$ cat config.mk
export PLATFORM = sky130hd
export DESIGN_NAME = pxe_alu
export DESIGN_NICKNAME = d
export VERILOG_FILES = /design/src/rtl/pxe_pkg.sv /design/src/rtl/pxe_alu.sv
export SDC_FILE = /design/constraint.sdc
export NUM_CORES = 2
export LEC_CHECK = 0
export ABC_AREA = 1
export BUFFER_PORTS_ARGS = -buffer_cell sky130_fd_sc_hd__buf_2
export CAP_MARGIN = 20
export CORE_MARGIN = 2
export CORE_UTILIZATION = 40
export CTS_BUF_LIST = sky130_fd_sc_hd__clkbuf_16
export CTS_CLUSTER_SIZE = 25
export DETAILED_ROUTE_END_ITERATION = 7
export PLACE_DENSITY = 0.59
export SLEW_MARGIN = 5
export SYNTH_ARGS = -nofsm -noshare
export SYNTH_HDL_FRONTEND = slang
export SYNTH_SLANG_ARGS = --single-unit
$ cat constraint.sdc
create_clock -name clk -period 13.25 [get_ports clk]
set_clock_uncertainty 0.15 [all_clocks]
set_input_delay 1.325 -clock clk [delete_from_list [all_inputs] [get_ports clk]]
set_output_delay 1.325 -clock clk [all_outputs]
set_load 0.02 [all_outputs]
$ cat src/rtl/pxe_pkg.sv
package pxe_pkg;

	localparam int STACK_DEPTH = 32;
	localparam int DATA_W      = 32;
	localparam int CNT_W       = $clog2(STACK_DEPTH + 1);
	localparam int ADDR_W      = $clog2(STACK_DEPTH);
	localparam int ITER_W      = $clog2(DATA_W);

	typedef logic [DATA_W-1:0] word_t;
	typedef logic [CNT_W-1:0]  cnt_t;
	typedef logic [ADDR_W-1:0] addr_t;
	typedef logic [ITER_W-1:0] iter_t;

	// Result status codes.
	localparam logic [2:0] ST_OK      = 3'd0;
	localparam logic [2:0] ST_BADCHAR = 3'd1;
	localparam logic [2:0] ST_UNDER   = 3'd2;
	localparam logic [2:0] ST_OVER    = 3'd3;
	localparam logic [2:0] ST_DIVZERO = 3'd4;
	localparam logic [2:0] ST_INVALID = 3'd5;
	localparam logic [2:0] ST_ZERONEG = 3'd6;

	// Characters of the expression alphabet.
	localparam logic [7:0] CH_ZERO  = 8'h30;
	localparam logic [7:0] CH_NINE  = 8'h39;
	localparam logic [7:0] CH_PLUS  = 8'h2B;
	localparam logic [7:0] CH_MINUS = 8'h2D;
	localparam logic [7:0] CH_STAR  = 8'h2A;
	localparam logic [7:0] CH_SLASH = 8'h2F;
	localparam logic [7:0] CH_CARET = 8'h5E;

	typedef enum logic [2:0] {
		ALU_ADD,
		ALU_SUB,
		ALU_MUL,
		ALU_DIV,
		ALU_POW
	} alu_op_t;

	typedef enum logic [1:0] {
		AL_IDLE,
		AL_DIV,
		AL_POW,
		AL_FIN
	} alu_state_t;

	typedef enum logic [1:0] {
		SQ_IDLE,
		SQ_READ,
		SQ_WAIT,
		SQ_EMIT
	} seq_state_t;

	typedef struct packed {
		logic [7:0] token;
		logic       last;
	} in_item_t;

	typedef struct packed {
		logic signed [31:0] value;
		logic [2:0]         status;
	} out_item_t;

	typedef struct packed {
		logic  push;
		logic  read;
		logic  pop;
		logic  clear;
		word_t data;
	} stk_cmd_t;

	typedef struct packed {
		logic    start;
		alu_op_t op;
	} alu_req_t;

	typedef struct packed {
		logic done;
	} alu_rsp_t;

endpackage

$ cat src/rtl/pxe_alu.sv
// Shared arithmetic unit. Add, subtract and multiply finish in one step,
// division runs one quotient bit per cycle, power with a nonnegative exponent
// runs one exponent bit per cycle by square-and-multiply.
module pxe_alu (
	input  logic              clk,
	input  logic              arst_n,
	input  pxe_pkg::alu_req_t req,
	input  pxe_pkg::word_t    lhs,
	input  pxe_pkg::word_t    rhs,
	output pxe_pkg::alu_rsp_t rsp,
	output pxe_pkg::word_t    result
);

	pxe_pkg::alu_state_t state_q, state_d;
	pxe_pkg::word_t      x_q;
	pxe_pkg::word_t      y_q;
	pxe_pkg::word_t      z_q;
	pxe_pkg::iter_t      cnt_q;
	logic                neg_q;

	logic [pxe_pkg::DATA_W:0] shifted;
	logic [pxe_pkg::DATA_W:0] diff;
	logic                     ge;
	pxe_pkg::word_t           lhs_mag;
	pxe_pkg::word_t           rhs_mag;
	pxe_pkg::word_t           neg_pow;

	assign lhs_mag = lhs[pxe_pkg::DATA_W-1] ? -lhs : lhs;
	assign rhs_mag = rhs[pxe_pkg::DATA_W-1] ? -rhs : rhs;

	// Result of a negative exponent: only a base of plus or minus one
	// survives; a zero base is trapped before the unit is started.
	always_comb begin
		if (lhs == pxe_pkg::word_t'(1)) begin
			neg_pow = pxe_pkg::word_t'(1);
		end else if (lhs == '1) begin
			neg_pow = rhs[0] ? '1 : pxe_pkg::word_t'(1);
		end else begin
			neg_pow = '0;
		end
	end

	assign shifted = {x_q, y_q[pxe_pkg::DATA_W-1]};
	assign diff    = shifted - {1'b0, z_q};
	assign ge      = shifted >= {1'b0, z_q};

	always_ff @(posedge clk or negedge arst_n) begin
		if (!arst_n) begin
			state_q <= pxe_pkg::AL_IDLE;
		end else begin
			state_q <= state_d;
		end
	end

	always_comb begin
		state_d = state_q;
		rsp     = '0;
		unique case (state_q)
			pxe_pkg::AL_IDLE: begin
				if (req.start) begin
					if (req.op == pxe_pkg::ALU_DIV) begin
						state_d = pxe_pkg::AL_DIV;
					end else if (req.op == pxe_pkg::ALU_POW && !rhs[pxe_pkg::DATA_W-1]) begin
						state_d = pxe_pkg::AL_POW;
					end else begin
						state_d = pxe_pkg::AL_FIN;
					end
				end
			end
			pxe_pkg::AL_DIV: begin
				if (cnt_q == '1) begin
					state_d = pxe_pkg::AL_FIN;
				end
			end
			pxe_pkg::AL_POW: begin
				if (z_q == '0) begin
					state_d = pxe_pkg::AL_FIN;
				end
			end
			pxe_pkg::AL_FIN: begin
				rsp.done = 1'b1;
				state_d  = pxe_pkg::AL_IDLE;
			end
		endcase
	end

	always_ff @(posedge clk) begin
		case (state_q)
			pxe_pkg::AL_IDLE: begin
				// Only a divide negates its result, when the operand signs differ.
				neg_q <= req.start && req.op == pxe_pkg::ALU_DIV &&
					(lhs[pxe_pkg::DATA_W-1] ^ rhs[pxe_pkg::DATA_W-1]);
				cnt_q <= '0;
				if (req.start) begin
					case (req.op)
						pxe_pkg::ALU_ADD: x_q <= lhs + rhs;
						pxe_pkg::ALU_SUB: x_q <= lhs - rhs;
						pxe_pkg::ALU_MUL: x_q <= lhs * rhs;
						pxe_pkg::ALU_DIV: begin
							x_q <= '0;
							y_q <= lhs_mag;
							z_q <= rhs_mag;
						end
						pxe_pkg::ALU_POW: begin
							if (rhs[pxe_pkg::DATA_W-1]) begin
								x_q <= neg_pow;
							end else begin
								x_q <= pxe_pkg::word_t'(1);
								y_q <= lhs;
								z_q <= rhs;
							end
						end
						default: x_q <= '0;
					endcase
				end
			end
			pxe_pkg::AL_DIV: begin
				// Restoring division, one quotient bit per cycle. On the last
				// bit the quotient moves into x_q for the final sign fix.
				cnt_q <= cnt_q + pxe_pkg::iter_t'(1);
				y_q   <= {y_q[pxe_pkg::DATA_W-2:0], ge};
				if (cnt_q == '1) begin
					x_q <= {y_q[pxe_pkg::DATA_W-2:0], ge};
				end else if (ge) begin
					x_q <= diff[pxe_pkg::DATA_W-1:0];
				end else begin
					x_q <= shifted[pxe_pkg::DATA_W-1:0];
				end
			end
			pxe_pkg::AL_POW: begin
				if (z_q != '0) begin
					if (z_q[0]) begin
						x_q <= x_q * y_q;
					end
					y_q <= y_q * y_q;
					z_q <= z_q >> 1;
				end
			end
			default: begin
				neg_q <= neg_q;
			end
		endcase
	end

	assign result = neg_q ? -x_q : x_q;

endmodule

==> summary.md <==
| Metric | Value |
|---|---|
| Outcome | finished, final reports clean |
| Clock Latency Late Sink | 0.39 ns |
| Part of the cycle the worst path needs | 62.88% |
| Worst EP arrival | 8.33 ns |
| Post-synth EDFFs | 102 |
| Residual DRC count | 0 |
| Count of nets after finishing | 9882 |
| Grt ovf | 0 |
| Number of global-route vias before repair | 54600 |
| I/O pin count | 103 |
| Gates resized, CTS repair | 0 |
| Die Span Y | 393.0 µm |
| DRT antenna net count | 0 |
| GPL Wtd Cong | 0.9956 |
| TritonCTS clock tree | built |
| Full die area | 154400 µm² |
| Most numerous cell in the Yosys netlist | inv_1 |
| Reg2reg path depth | 24 |
| CTS Buffer Depth | 2 |
| Post-synthesis sequential area ratio | 5.144% |
| Post-Syn Instances | 8358 |
| Worst slack at placement | 4.688 ns |
| Cell row count | 142 |
| WL/cell | 20.88 µm |
| Clk sinks | 104 |
| Worst setup margin | 4.919 ns |
| Synthesized area | 60520 µm² |
| DRT Wirelength | 213200 µm |
| Area post-placement | 62710 µm² |
| Worst r2r dst | y_q[26]$_DFFE_PP_ |
| Critical setup path kind | reg2reg |
| Starting Density | 40.36% |
| Worst slew pin tran | 1.186 ns |
| Worst Path Required | 13.25 ns |
| Via Count | 52630 |
| Number of synthesized register bits | 104 |
| GRT Util Overall | 28.33% |
| Top post-synthesis cells by area | fa_1 (39%), inv_1 (14%), nand2_1 (14%) |
| Endpoints failing hold | 0 |
| RSZ-0062 raised after global routing | false |
| I/O Buffers | 102 |
| Fin util | 42.04% |
| Synth async-reset ratio | 1.923% |
| Dpl hpwl | 165200 µm |
| Hold worst-path end | z_q[28]$_DFFE_PP_ |
| Antenna violations before repair | 17 |
| Layout cells sized above 1 | 3.629% |
| Flop2flop setup slack | 4.92 ns |
| HP Class | reg2reg |
| Max-cap violations | 0 |
| Post CTS Setup Buffer Count | 0 |
| Final Critical Period | 8.331 ns |
| Syn Nets | 10060 |
| Hold buffers post-CTS | 0 |
| Num CTS Buffers | 9 |
| Yosys top cell by area | fa_1 |
| Synth Area per Inst | 7.241 µm² |
| Crit end category | register |
| DRT iter0 DRCs | 4747 |
| Synth top area share | 39.23% |
| Slew Limit Headroom | 20.94% |
| Register clock-pin slew on the reported worst setup and hold paths | 0.09 ns |
| Die Width | 393.0 µm |
| Max Freq | 120.0 MHz |
| Synth Flop Type | edfxtp_1 |
| Hold Startpoint | z_q[29]$_DFFE_PP_ |
| Max-slew violation count | 0 |
| Drt first pass iters | 6 |
| RR Startpoint | y_q[18]$_DFFE_PP_ |
| Top post-synthesis cells by count | inv_1 (2324), nand2_1 (2313), fa_1 (1186) |
| CTS root buf | clkbuf_16 |
| First-pass GRT wire length | 330500 µm |
| Layout area overhead | 4.166% |
| Max H-tree Level | 3 |
| Core area | 150000 µm² |
| Largest net degree at the start of global routing | 69 |
| Final Cell Area | 63040 µm² |
| Final setup viols | 0 |
| Yosys warning total | 0 |
| Vias/cell | 5.155 |
| Worst setup SP type | register |
| TNS Setup | 0 ns |
| Hold Path Depth | 2 |
| Synth cell types | 61 |
| Max FO, Critical Path | 22 |
through the flow:
step                hold slack (ns)  std cells
floorplan                    0.4001       8358
global placement             0.4274      10180
detailed placement           0.4468      10180
CTS                          0.4655      10200
global route                 0.4861      10210
finish                       0.4679      10210
worst max-delay path by stage:
stage	from	endpoint	slack, ns	cells past startpoint
3_3_place_gp	rhs[3]	x_q[28]$_DFFE_PP_	4.71	22
3_5_place_dp	lhs[14]	x_q[31]$_DFFE_PP_	4.69	28
5_1_grt	y_q[6]$_DFFE_PP_	y_q[26]$_DFFE_PP_	4.54	27
2_1_floorplan	rhs[7]	x_q[26]$_DFFE_PP_	5.44	28
4_1_cts	y_q[6]$_DFFE_PP_	y_q[26]$_DFFE_PP_	5.01	27
6_report	y_q[18]$_DFFE_PP_	y_q[26]$_DFFE_PP_	4.92	24
layer usage:
layer | track usage (%) | share of wire (%)
met5 | 0 | 0.024
met2 | 45.29 | 45
met4 | 11.34 | 4.4
met3 | 3.422 | 8.0
met1 | 39.04 | 42
cell usage in the layout, fill, tap and decap left out, drive strengths merged, types with 39 or more instances in the layout:
| cell | n |
|---|---|
| nand3 | 263 |
| nand4 | 39 |
| o211ai | 50 |
| edfxtp | 102 |
| nor2 | 234 |
| xor2 | 115 |
| a21oi | 261 |
| o21ai | 293 |
| ha | 447 |
| nand2 | 2321 |
| fa | 1186 |
| buf | 195 |
| inv | 2334 |
| nor3 | 68 |
| xnor2 | 57 |
kinds of logic after synthesis:
group	Yosys count	share of synthesized area (%)
AND/OR/NAND/NOR	3013	20.22
buffers and inverters	2722	17.08
adder cells (fa/ha/maj)	1633	48.47
AO/OA/AOI/OAI	712	6.591
XOR/XNOR	172	2.489
flip-flops	104	5.144
other	2	0.01241
state kept, by name, summed over array words and instances (netlist names):
register,count
cnt_q,5
neg_q,1
state_q,2
x_q,32
y_q,32
z_q,32
cell type report:
| type | count | area, µm² |
|---|---|---|
| fillers | 15670 | 86910 |
| multi-input cells | 5532 | 47100 |
| inverters | 2337 | 8773 |
| flip-flops and latches | 104 | 3113 |
| well taps | 2016 | 2522 |
| repair buffers | 195 | 1209 |
| clock buffers | 9 | 225.2 |
| clock inverters | 7 | 77.57 |
| diodes | 11 | 27.53 |
critical path, stage by stage, from the launching register on:
cell and delay, ns:
edfxtp_1 0.72, buf_4 0.51, nand2_1 0.16, fa_1 0.56
inv_1 0.07, fa_1 0.50, inv_1 0.06, fa_1 0.50
fa_1 0.56, inv_1 0.07, fa_1 0.48, fa_1 0.52
fa_1 0.58, fa_1 0.45, ha_1 0.40, nand2_1 0.13
nor4_1 0.66, nand4_1 0.17, nand3_1 0.22, nand2_1 0.08
nand2_1 0.10, a21oi_1 0.07, o21ai_0 0.10, a21oi_1 0.09
a21o_1 0.18
Power is left out: the tool's default activity adds up to more than one toggle a clock period on the data nets, which glitch-free logic cannot reach.
